===== config.mk =====
export PLATFORM = sky130hd
export DESIGN_NAME = spr_ctrl
export DESIGN_NICKNAME = d
export VERILOG_FILES = /design/src/sv/spr_pkg.sv /design/src/sv/spr_ctrl.sv
export SDC_FILE = /design/constraint.sdc
export NUM_CORES = 1
export LEC_CHECK = 0
export BUFFER_PORTS_ARGS = -buffer_cell sky130_fd_sc_hd__buf_2
export CAP_MARGIN = 5
export CELL_PAD_IN_SITES_DETAIL_PLACEMENT = 0
export CELL_PAD_IN_SITES_GLOBAL_PLACEMENT = 2
export CORE_ASPECT_RATIO = 1.75
export CORE_MARGIN = 5
export CORE_UTILIZATION = 35
export CTS_BUF_LIST = sky130_fd_sc_hd__clkbuf_4
export CTS_CLUSTER_DIAMETER = 60
export DETAILED_ROUTE_END_ITERATION = 16
export PLACE_DENSITY = 0.95
export SLEW_MARGIN = 20
export SYNTH_ARGS = -nofsm -noshare
export SYNTH_HDL_FRONTEND = slang
export SYNTH_SLANG_ARGS = --single-unit

===== constraint.sdc =====
create_clock -name i_clk -period 6.01 [get_ports i_clk]
set_input_delay 0.3005 -clock i_clk [delete_from_list [all_inputs] [get_ports i_clk]]
set_output_delay 0.3005 -clock i_clk [all_outputs]
set_load 0.01 [all_outputs]

===== src/sv/spr_pkg.sv =====
// shared types and constants for the symmetric packed rank-1 update block
// used by spr_ctrl, spr_datapath and packed_symmetric_rank1_update
package spr_pkg;

    localparam int DATA_W    = 32;
    localparam int IDX_W     = 6;
    localparam int LEN_W     = 7;
    localparam int MAX_ORDER = 64;
    localparam int OUT_TDATA_W = 48;
    localparam int PROD_W    = 2 * DATA_W;
    localparam int Q_W       = 41;
    localparam int SUM_W     = 43;

    // configuration register indexes
    localparam logic [1:0] CFG_LOWER_PACKING = 2'd0;
    localparam logic [1:0] CFG_VECTOR_LENGTH = 2'd1;
    localparam logic [1:0] CFG_SCALE_ALPHA   = 2'd2;

    // input function codes
    localparam logic FUNC_LOAD   = 1'b0;
    localparam logic FUNC_MATRIX = 1'b1;

    // multiplier operand select
    localparam logic [1:0] MUL_AX = 2'd0;
    localparam logic [1:0] MUL_LO = 2'd1;
    localparam logic [1:0] MUL_HI = 2'd2;

    typedef struct packed {
        logic             take;
        logic             wr_vec;
        logic [IDX_W-1:0] wr_addr;
        logic [IDX_W-1:0] row;
        logic [IDX_W-1:0] col;
        logic             last;
        logic             pass;
        logic             rd;
        logic             mul_en;
        logic [1:0]       mul_sel;
        logic             q_en;
        logic             out_en;
    } t_dp_cmd;

    typedef struct packed {
        logic out_busy;
    } t_dp_status;

endpackage


===== src/sv/spr_ctrl.sv =====
// controller: load count, packed position tracking and step sequencing
// depends on spr_pkg
module spr_ctrl (
    input  logic                       i_clk,
    input  logic                       i_rst_n,
    input  logic                       i_lower,
    input  logic [spr_pkg::LEN_W-1:0]  i_len,
    input  logic                       i_valid,
    input  logic                       i_func,
    output logic                       o_ready,
    input  spr_pkg::t_dp_status        i_status,
    output spr_pkg::t_dp_cmd           o_cmd
);

    localparam logic [2:0] ST_IDLE = 3'd0;
    localparam logic [2:0] ST_PASS = 3'd1;
    localparam logic [2:0] ST_READ = 3'd2;
    localparam logic [2:0] ST_MUL1 = 3'd3;
    localparam logic [2:0] ST_MUL2 = 3'd4;
    localparam logic [2:0] ST_MUL3 = 3'd5;
    localparam logic [2:0] ST_QSUM = 3'd6;
    localparam logic [2:0] ST_OUT  = 3'd7;

    logic [2:0]                r_state, n_state;
    logic [spr_pkg::LEN_W-1:0] r_load_cnt, n_load_cnt;
    logic [spr_pkg::IDX_W-1:0] r_row, n_row;
    logic [spr_pkg::IDX_W-1:0] r_col, n_col;

    logic [spr_pkg::LEN_W-1:0] ord;
    logic [spr_pkg::LEN_W-1:0] ord_m1;
    logic                      full;
    logic                      accept;
    logic                      pos_bad;
    logic [spr_pkg::IDX_W-1:0] eff_row, eff_col;
    logic                      is_last;

    always_comb begin
        if (i_len == '0) begin
            ord = spr_pkg::LEN_W'(1);
        end else if (i_len > spr_pkg::LEN_W'(spr_pkg::MAX_ORDER)) begin
            ord = spr_pkg::LEN_W'(spr_pkg::MAX_ORDER);
        end else begin
            ord = i_len;
        end
    end

    assign ord_m1  = ord - spr_pkg::LEN_W'(1);
    assign full    = (r_load_cnt >= ord);
    assign o_ready = (r_state == ST_IDLE);
    assign accept  = i_valid && o_ready;

    assign pos_bad = ({1'b0, r_col} >= ord) || ({1'b0, r_row} >= ord) ||
                     (i_lower ? (r_row < r_col) : (r_row > r_col));
    assign eff_row = pos_bad ? '0 : r_row;
    assign eff_col = pos_bad ? '0 : r_col;
    assign is_last = ({1'b0, eff_row} == ord_m1) && ({1'b0, eff_col} == ord_m1);

    always_comb begin
        n_state    = r_state;
        n_load_cnt = r_load_cnt;
        n_row      = r_row;
        n_col      = r_col;
        o_cmd      = '0;
        unique case (r_state)
            ST_IDLE: begin
                if (accept) begin
                    if (i_func == spr_pkg::FUNC_LOAD) begin
                        o_cmd.wr_vec = 1'b1;
                        if (full) begin
                            o_cmd.wr_addr = '0;
                            n_load_cnt    = spr_pkg::LEN_W'(1);
                            n_row         = '0;
                            n_col         = '0;
                        end else begin
                            o_cmd.wr_addr = r_load_cnt[spr_pkg::IDX_W-1:0];
                            n_load_cnt    = r_load_cnt + spr_pkg::LEN_W'(1);
                        end
                    end else if (!full) begin
                        o_cmd.take = 1'b1;
                        o_cmd.pass = 1'b1;
                        n_state    = ST_PASS;
                    end else begin
                        o_cmd.take = 1'b1;
                        o_cmd.row  = eff_row;
                        o_cmd.col  = eff_col;
                        o_cmd.last = is_last;
                        n_state    = ST_READ;
                        if (is_last) begin
                            n_row = '0;
                            n_col = '0;
                        end else if (i_lower) begin
                            if ({1'b0, eff_row} < ord_m1) begin
                                n_row = eff_row + spr_pkg::IDX_W'(1);
                                n_col = eff_col;
                            end else begin
                                n_col = eff_col + spr_pkg::IDX_W'(1);
                                n_row = eff_col + spr_pkg::IDX_W'(1);
                            end
                        end else begin
                            if (eff_row < eff_col) begin
                                n_row = eff_row + spr_pkg::IDX_W'(1);
                                n_col = eff_col;
                            end else begin
                                n_col = eff_col + spr_pkg::IDX_W'(1);
                                n_row = '0;
                            end
                        end
                    end
                end
            end
            ST_READ: begin
                o_cmd.rd = 1'b1;
                n_state  = ST_MUL1;
            end
            ST_MUL1: begin
                o_cmd.mul_en  = 1'b1;
                o_cmd.mul_sel = spr_pkg::MUL_AX;
                n_state       = ST_MUL2;
            end
            ST_MUL2: begin
                o_cmd.mul_en  = 1'b1;
                o_cmd.mul_sel = spr_pkg::MUL_LO;
                n_state       = ST_MUL3;
            end
            ST_MUL3: begin
                o_cmd.mul_en  = 1'b1;
                o_cmd.mul_sel = spr_pkg::MUL_HI;
                n_state       = ST_QSUM;
            end
            ST_QSUM: begin
                o_cmd.q_en = 1'b1;
                n_state    = ST_OUT;
            end
            ST_PASS, ST_OUT: begin
                if (!i_status.out_busy) begin
                    o_cmd.out_en = 1'b1;
                    n_state      = ST_IDLE;
                end
            end
            default: begin
                n_state = ST_IDLE;
            end
        endcase
    end

    always_ff @(posedge i_clk) begin
        if (!i_rst_n) begin
            r_state    <= ST_IDLE;
            r_load_cnt <= '0;
            r_row      <= '0;
            r_col      <= '0;
        end else begin
            r_state    <= n_state;
            r_load_cnt <= n_load_cnt;
            r_row      <= n_row;
            r_col      <= n_col;
        end
    end

endmodule


Yosys cells after proc, flatten, opt, wreduce, memory -nomap -nowiden
Index checks and enable logic that the tools add are counted.
{ "word_totals": {"regBits": 22, "latch_bits": 0, "ram_bits": 0, "mem_bits_ro": 0, "inputBits": 13, "output_inout_bits": 29, "wordCells": 76, "mem_count": 0} }
{ "classes": {"addsub": 4, "n_mul": 0, "n_div": 0, "magnitude_cmp": 8, "n_eq_ne": 12, "shifts": 0, "mux": 37, "bitwise_logic": 1, "n_reduce_logical": 10} }
{ "op_table": {"columns": ["op", "count"], "rows": [
  ["$mux W6", 16],
  ["$mux W22", 2],
  ["$mux W7", 4],
  ["$pmux W3 S7", 1],
  ["$eq A6 B7 Y1", 2],
  ["$ge A6 B7 Y1", 2],
  ["$mux W14", 1],
  ["$mux W13", 1],
  ["$add A6 B1 Y6 const B", 2],
  ["$eq A3 B3 Y1 const B", 4],
  ["$lt A6 B6 Y1", 2],
  ["$mux W3", 3],
  ["$pmux W3 S3", 1],
  ["$reduce_and A3 Y1", 3],
  ["$add A7 B1 Y7 const B", 1],
  ["$ge A7 B7 Y1", 1],
  ["$gt A7 B7 Y1 const B", 1],
  ["$logic_not A7 Y1", 1],
  ["$lt A6 B7 Y1", 1],
  ["$mux W1", 7],
  ["$sub A7 B1 Y7 const B", 1],
  ["$eq A3 B2 Y1 const B", 2],
  ["$gt A6 B6 Y1", 1],
  ["$ne A2 B2 Y1 const B", 2],
  ["other kinds (8)", 10]
]} }

Longest topological paths before layout
Gate-level depths: netlist of the first run.
{ "depth": {"depth_word": 13, "mapped_depth": 21, "mapped_depth_nobuf": 19} }

Least setup slack after synthesis of the first run
Ideal clock, no wire load.
{ "synth_path": {"kind": "input -> register", "start": "input i_len[2] (netlist bit)", "end": "register r_col[0] (netlist bit)", "arrival_time_ns": 4.663, "required_ns": 5.893, "slack_ns": 1.231, "stages": 21, "n_path_buf": 3, "cell_sequence": "buf_6 -> nor4_1 -> a21oi_1 -> nor2_1 -> ha_1 -> nor2b_1 -> o21ai_0 -> a41o_1 -> a2111oi_2 -> clkbuf_1 -> and2_1 -> ha_1 -> nor2b_1 -> o21a_1 -> o21ai_0 -> a21oi_1 -> o211ai_1 -> and2_1 -> buf_1 -> xnor2_1 -> a22o_1"} }
{ "synth_via": {"elab_chain_cells": 13} }
{ "synth_rtl": {"columns": ["item", "line", "source"], "rows": [
  ["start, declared", "spr_ctrl.sv:7", "input logic [spr_pkg::LEN_W-1:0] i_len,"],
  ["$gt A7 B7 Y1", "spr_ctrl.sv:40", "end else if (i_len > spr_pkg::LEN_W'(spr_pkg::MAX_ORDER)) begin"],
  ["$mux W7", "spr_ctrl.sv:40", null],
  ["$mux W7 (*)", "spr_ctrl.sv:38", "if (i_len == '0) begin"],
  ["$ge A6 B7 Y1", "spr_ctrl.sv:52", "assign pos_bad = ({1'b0, r_col} >= ord) || ({1'b0, r_row} >= ord) ||"],
  ["$logic_or A1 B1 Y1 (2 in series)", "spr_ctrl.sv:52", null],
  ["$mux W6, on equally long branches", "spr_ctrl.sv:55, spr_ctrl.sv:54", null],
  ["$add A6 B1 Y6, or another cell as far along", "spr_ctrl.sv:96, spr_ctrl.sv:104", null],
  ["$mux W6, on equally long branches", "spr_ctrl.sv:100, spr_ctrl.sv:92", null],
  ["$mux W6", "spr_ctrl.sv:91", "end else if (i_lower) begin"],
  ["$mux W6", "spr_ctrl.sv:88", "if (is_last) begin"],
  ["$mux W6", "spr_ctrl.sv:78", "end else if (!full) begin"],
  ["$mux W6", "spr_ctrl.sv:67", "if (i_func == spr_pkg::FUNC_LOAD) begin"],
  ["end signal, assigned", "spr_ctrl.sv:156", "r_col <= n_col;"],
  ["end, declared", "spr_ctrl.sv:27", "logic [spr_pkg::IDX_W-1:0] r_col, n_col;"]
]} }
Every way passes the cells marked *; elsewhere a longest branch is shown, timed or not. The select of a mux whose other input is x is not followed.
A chain may end at the register's enable or synchronous reset.

Worst setup path in the final report of the first run
{ "layout_path": {"start": "register r_col[3] (netlist bit)", "end": "register r_row[1] (netlist bit)"} }
{ "layout_via": {"elab_chain_cells": 10} }
{ "layout_rtl": {"columns": ["item", "line", "source"], "rows": [
  ["$gt A6 B6 Y1, or another cell as far along", "spr_ctrl.sv:53", "(i_lower ? (r_row < r_col) : (r_row > r_col));"],
  ["$mux W1 or $logic_or A1 B1 Y1 (tied branches)", "spr_ctrl.sv:53, spr_ctrl.sv:52", null],
  ["$logic_or A1 B1 Y1", "spr_ctrl.sv:52", null],
  ["$mux W6, on equally long branches", "spr_ctrl.sv:54, spr_ctrl.sv:55", null],
  ["$add A6 B1 Y6, or another cell as far along", "spr_ctrl.sv:93, spr_ctrl.sv:101", null],
  ["$mux W6, on equally long branches", "spr_ctrl.sv:100, spr_ctrl.sv:92", null],
  ["$mux W6", "spr_ctrl.sv:91", null],
  ["$mux W6 (*)", "spr_ctrl.sv:88", null],
  ["$mux W6 (*)", "spr_ctrl.sv:78", null],
  ["$mux W6 (*)", "spr_ctrl.sv:67", null],
  ["end signal, assigned", "spr_ctrl.sv:155", "r_row <= n_row;"],
  ["end, declared", "spr_ctrl.sv:26", "logic [spr_pkg::IDX_W-1:0] r_row, n_row;"]
]} }
Marked as above.

==> results of run 1 <==
[cell families after synthesis]
group                    after synthesis  synth area share (%)
multiplexers                           5                 1.825
adder cells (fa/ha/maj)               40                 17.81
XOR/XNOR                              16                 4.987
AND/OR/NAND/NOR                      146                 26.89
AO/OA/AOI/OAI                         93                 26.31
flip-flops                            22                 15.67
buffers and inverters                 39                 6.501
[cell type report]
cell class,count,area (um^2)
clock buffer,3,22.52
tap,90,112.6
multi-input combinational,300,2187
fill,831,4802
timing repair buffer,47,250.2
inverter,24,90.09
clock inverter,1,3.754
sequential,22,440.4
[metal layers]
metal	global-route usage, %	wire, um	part of all wire, %	vias up
met5	0	0	0	-
met4	12.45	617	7.1	0
met3	1.401	260	3.0	35
met2	31.46	4625	53	73
met1	17.13	3218	37	1402
li1	-	-	-	1412
[power by group]
| part | switching [mW] | internal [mW] | total, mW |
|---|---|---|---|
| registers | 0.00403 | 0.148 | 0.152 |
| clock network | 0.0478 | 0.0243 | 0.0721 |
| logic | 0.0607 | 0.0337 | 0.0945 |
| total | 0.113 | 0.206 | 0.318 |
[worst max path at each step]
stage	from	end	slack, ps
5_1_grt	r_col[3]	r_row[1]	900
4_1_cts	r_col[3]	r_row[1]	1190
2_1_floorplan	i_len[2]	r_col[0]	1230
3_5_place_dp	i_len[6]	r_row[1]	1020
3_3_place_gp	i_len[2]	r_row[1]	1040
6_report	r_col[3]	r_row[1]	1160
[per-stage QoR]
| step | power, mW | hold slack, ps | instance area, um^2 | instances |
|---|---|---|---|---|
| floorplan | 0.2193 | 461.8 | 2810 | 361 |
| global placement | 0.2475 | 493.5 | 3080 | 483 |
| detailed placement | 0.2487 | 501.0 | 3080 | 483 |
| CTS | 0.3208 | 317.1 | 3107 | 487 |
| global route | 0.3378 | 322.1 | 3107 | 487 |
| finish | 0.3183 | 326.5 | 3107 | 487 |
[registers in the layout, indices dropped and copies added (netlist names)]
name,flops
r_load_cnt,7
r_row,6
r_state,3
r_col,6
[Yosys cell counts (all sizes together), types with 6 or more instances]
master	instances
inv	24
and2	12
dfxtp	22
ha	40
o21ai	18
buf	8
nor2	30
and3	9
xor2	8
o211ai	6
nand3	11
xnor2	8
a21oi	15
nor3	10
nand4	8
clkbuf	7
nand2	38
[worst register-to-register path: stages, from the launching register on]
cell and delay (ps):
dfxtp_1 630, inv_1 230, ha_1 340, and4_1 200, o21a_2 160, nor4_1 570
a2111oi_2 80, buf_4 210, nand2_1 140, inv_1 80, ha_1 300, nand4_1 100
nor2_1 130, o211ai_1 150, a311o_1 360, a311oi_2 230, o221ai_2 310, and3_4 320
a32o_1 240
==> metrics.md, run 1 <==
| Metric | Value |
|---|---|
| Overflow after GRT | 0 |
| Initial cell density of the core | 35.53% |
| Post-synthesis cell type count | 73 |
| Clock sinks | 22 |
| RD Place Congestion | 0.8760 |
| Ys Warns | 0 |
| Slack of the critical path | 1161 ps |
| Reg2Reg Capture Point | r_row[1] |
| Post-synth ARST share | 0% |
| Hold Path Class | in -> reg |
| Wire length per cell | 17.91 um |
| Post-layout util | 39.28% |
| Crit. End Element | flip-flop |
| Pre-antenna DRT Iters | 4 |
| TritonCTS clock tree | built |
| Core area | 0.007909 mm^2 |
| Fin. Hold Viols | 0 |
| Sequential fraction of the synthesis area | 15.67% |
| Setup_tns | 0 ps |
| Peak Freq | 206.2 MHz |
| Largest cells by area after synthesis | ha_1 18%, dfxtp_1 16%, nand2_1 5.1% |
| CP Cell Sequence | inv_1 > ha_1 > and4_1 > o21a_2 > nor4_1 > a2111oi_2 > buf_4 > nand2_1 > inv_1 > ha_1 > nand4_1 > nor2_1 > o211ai_1 > a311o_1 > a311oi_2 > o221ai_2 > and3_4 > a32o_1 |
| Synth Area per Inst | 7.784 um^2 |
| Slew margin rel. | 37.03% |
| CP Launch Type | flip-flop |
| Total CTS buffers | 3 |
| Clock-pin slew on the worst setup and hold paths | 130 ps |
| Top cell type's share of synthesized area | 17.81% |
| Total track usage | 16.93% |
| FF-to-FF path depth | 18 |
| DRT iter0 DRCs | 95 |
| Worst Hold Depth | 2 |
| Initial antenna violation count | 0 |
| Root buf cell | clkbuf_4 |
| Vias after detailed routing | 2922 |
| Worst Path Class, Setup | reg -> reg |
| Resized Gates After CTS | 0 |
| Vias in the first global route | 2874 |
| Final setup vio count | 0 |
| Critical-path maximum fanout | 14 |
| Hold_sp | i_rst_n |
| CP Depth | 18 |
| Die ar. | 0.009992 mm^2 |
| Pwr/cell area | 102.5 mW/mm^2 |
| CP top delay family | compound AO/OA/AOI/OAI gates |
| Top FF cell, synth | dfxtp_1 |
| Area Overhead vs Synth | 10.55% |
| Hold Path End | r_state[1] |
| Syn Inst Count | 361 |
| Nets | 451 |
| Place WS | 1019 ps |
| Syn_nets | 414 |
| R2r startpoint | r_col[3] |
| Number of inserted diodes | 0 |
| Crit path DAT | 5080 ps |
| Most frequent cells in the layout | 41 x buf_2, 40 x ha_1, 38 x nand2_1 |
| Leak Pwr | 1.420 nW |
| H-tree Lvls | 1 |
| Crit path buf inv count | 3 |
| Die Height | 128.5 um |
| Critical Path Max Stage Delay | 630 ps |
| Synth area leader | ha_1 |
| First-pass GRT wire length | 13830 um |
| # IOs | 42 |
| Hold buffer count at cts | 0 |
| VDD IR max | 0.1187 mV |
| Std-Cell Rows | 43 |
| R2r setup slk | 1160 ps |
| CP Data Required Time | 6240 ps |
| Synth Register Bits | 22 |
| DR vias/cell | 6.000 |
| Final HPWL DP | 7168 um |
| Max-Cap Viols | 0 |
| Ratio of cells with drive above 1 in the final layout | 17.13% |
| Clk Latency, worst-skew pair | 310 ps |
| DIE WIDTH | 77.74 um |
| Setup Buffers After CTS | 0 |
| RSZ-0062 raised after global routing | false |
| Largest net degree at the start of global routing | 17 |
| Mapped cell area | 0.002810 mm^2 |
| DRC Markers | 0 |
| Final worst path period need | 4849 ps |
| Routed WL | 8721 um |
| Commonest non-fill, non-tap cell in the layout | buf_2 |
| Antenna Violating Nets Remaining | 0 |
| CP max-delay cell | dfxtp_1 |
| Post-synth EDFFs | 0 |
| Worst Tran Pin Value | 934.6 ps |
| IO Port Bufs | 41 |
| Fin. max-slew vios | 0 |
| Max Buffers Root-to-Sink | 2 |
| Status | finished clean |
| Clk_skew | 9.997 ps |
| Final Cycle Share | 80.69% |
No activity file was read; power rests on OpenSTA's default activity.
==> run 2: changes to the inputs <==
clock period = 4.5 ns   (was 6.01 ns; I/O delays follow)
==> run 2 against run 1 <==
  * Total power up 57%
  * Largest cell class unchanged
  * Sequential power up 33%
  * Largest power group unchanged
  * Non-clock buffer count up 21
  * Worst hold slack worse by 130 ps
  * Combinational power up 44%
  * Via count up 0.72%
  * Cell area up 6.5%
==> metrics.md, run 2 (same netlist as run 1, synthesis figures left out) <==
| Metric | Value |
|---|---|
| FF-to-FF path depth | 18 (unchanged) |
| Hold Path End | r_state[1] |
| Design area | 0.003308 mm^2 (+6.5%) |
| Clock sinks | 22 (unchanged) |
| Max Buffers Root-to-Sink | 2 (unchanged) |
| Commonest non-fill, non-tap cell in the layout | buf_2 |
| Initial cell density of the core | 35.53% (unchanged) |
| Slack of the critical path | 304.6 ps (-856.1 ps) |
| Nets | 472 (+4.7%) |
| Reg2Reg Capture Point | r_col[3] |
| Largest net degree at the start of global routing | 17 (unchanged) |
| Crit path DAT | 4440 ps (-640 ps) |
| Core area | 0.007909 mm^2 (unchanged) |
| Fin. Hold Viols | 0 (unchanged) |
| # IOs | 42 (unchanged) |
| Fin. max-slew vios | 0 (unchanged) |
| Ratio of cells with drive above 1 in the final layout | 21.77% (+4.6 points) |
| CP Launch Type | flip-flop |
| RD Place Congestion | 0.8836 (+0.87%) |
| Final worst path period need | 4195 ps (-653.9 ps) |
| Root buf cell | clkbuf_4 |
| Initial antenna violation count | 0 (unchanged) |
| Biggest regs | r_load_cnt: 7 flops, r_col: 6 flops, r_row: 6 flops |
| Place WS | 98.28 ps (-921.1 ps) |
| Final setup vio count | 0 (unchanged) |
| R2r startpoint | r_col[5] |
| Fill count | 821 (-1.2%) |
| Pre-antenna DRT Iters | 4 (unchanged) |
| DRT iter0 DRCs | 120 (+26%) |
| Clock-pin slew on the worst setup and hold paths | 140 ps (about the same) |
| Most frequent cells in the layout | 41 x buf_2, 40 x ha_1, 38 x nand2_1 |
| Routed WL | 9001 um (+3.2%) |
| H-tree Lvls | 1 (unchanged) |
| Number of inserted diodes | 0 (unchanged) |
| IO Port Bufs | 41 (unchanged) |
| Hold Path Class | in -> reg |
| Status | finished clean |
| Crit. End Element | flip-flop |
| Die ar. | 0.009992 mm^2 (unchanged) |
| First-pass GRT wire length | 14950 um (+8.1%) |
| Max-Cap Viols | 0 (unchanged) |
| Worst Tran Pin Value | 737.9 ps (-196.7 ps) |
| Hold buffer count at cts | 0 (unchanged) |
| DRC Markers | 0 (unchanged) |
| Largest reg by FF count | r_load_cnt |
| Placed cell area | 0.003243 mm^2 (+5.3%) |
| Final HPWL DP | 7442 um (+3.8%) |
| Fin cells | 508 (+4.3%) |
| R2r setup slk | 300 ps (-860 ps) |
| Critical-path maximum fanout | 14 (unchanged) |
| Pwr/cell area | 151.0 mW/mm^2 (+47%) |
| TritonCTS clock tree | built |
| Setup_tns | 0 ps (unchanged) |
| WHS | 196.8 ps (-129.7 ps) |
| Wire length per cell | 17.72 um (-1.1%) |
| Worst Hold Depth | 2 (unchanged) |
| Final Cycle Share | 93.23% (+13 points) |
| CP Data Required Time | 4750 ps (-1490 ps) |
| Vias in the first global route | 3033 (+5.5%) |
| Worst Path Class, Setup | reg -> reg |
| DIE WIDTH | 77.74 um (unchanged) |
| Power, Total | 499.7 uW (+57%) |
| Placed Instances | 503 (+4.1%) |
| Number of flip-flops in the largest register | 7 (unchanged) |
| Antenna Violating Nets Remaining | 0 (unchanged) |
| RSZ-0062 raised after global routing | false |
| Clk_skew | 9.996 ps (-0.0009200 ps) |
| Total CTS buffers | 3 (unchanged) |
| Hold_sp | i_rst_n |
| Total track usage | 18.29% (+1.4 points) |
| VDD IR max | 0.1781 mV (+50%) |
| Slew margin rel. | 50.76% (+14 points) |
| DR vias/cell | 5.793 (-3.4%) |
| Die Height | 128.5 um (unchanged) |
| Peak Freq | 238.4 MHz (+16%) |
| Area Overhead vs Synth | 17.72% |
| Clk Latency, worst-skew pair | 340 ps (+30 ps) |
| Std-Cell Rows | 43 (unchanged) |
| Post-layout util | 41.83% (+2.5 points) |
| Leak Pwr | 1.542 nW (+8.6%) |
| Overflow after GRT | 0 (unchanged) |
| Vias after detailed routing | 2943 (+0.72%) |
-- run 2: changes by cell type in the layout (fill, tap and decap cells not counted), sizes merged --
cell    delta
bufinv     +1
clkinv     -1
buf       +21
-- run 2: routing by layer --
| metal | global-route usage, % | up-vias | routed length [um] | part of all wire, % |
|---|---|---|---|---|
| met5 | 0 | - | 0 | 0 |
| met3 | 1.611 | 24 | 325 | 3.6 |
| met2 | 35.84 | 71 | 5111 | 57 |
| met1 | 19.06 | 1391 | 3248 | 36 |
| met4 | 8.198 | 0 | 315 | 3.5 |
| li1 | - | 1457 | - | - |
-- run 2: power by group --
part	leakage [nW]	switching, mW	total, mW	internal (mW)
combinational	1.34	0.0831	0.136	0.0533
sequential	0.178	0.00502	0.202	0.197
clock	0.0279	0.0707	0.161	0.0903
-- run 2: worst max path at each step --
stage	from	to	cells past startpoint
5_1_grt	r_col[5]	r_col[5]	18
3_3_place_gp	i_len[3]	r_col[5]	21
4_1_cts	r_col[5]	r_col[3]	18
6_report	r_col[5]	r_col[3]	18
2_1_floorplan	i_len[2]	r_row[1]	19
3_5_place_dp	i_len[3]	r_col[3]	21
-- run 2: critical path, stage by stage (launching register included) --
cell and delay (ps):
dfxtp_2 400, inv_1 90, ha_1 310, and4_1 240, o21a_2 160, o31a_1 360
a2111oi_4 320, buf_6 190, and2_1 200, ha_1 170, nor2b_1 130, o21a_1 110
o21ai_0 80, a21oi_1 170, o211ai_1 120, buf_4 210, and2_1 240, o311a_2 400
o31a_1 230
-- run 2: layout make-up --
cell class / instances / area (um^2) / share of cell area [%]
multi-input combinational: 300 / 2200 / 66.49
clock buffer: 3 / 22.52 / 0.6808
inverter: 24 / 90.09 / 2.723
clock inverter: 1 / 30.03 / 0.9077
tap: 90 / 112.6 / 3.404
timing repair buffer: 68 / 411.6 / 12.44
sequential: 22 / 441.7 / 13.35
-- run 2: timing repair --
item,in CTS,in global routing
buffers inserted,0,1
gates resized for setup,0,2
setup endpoints to repair,0,7
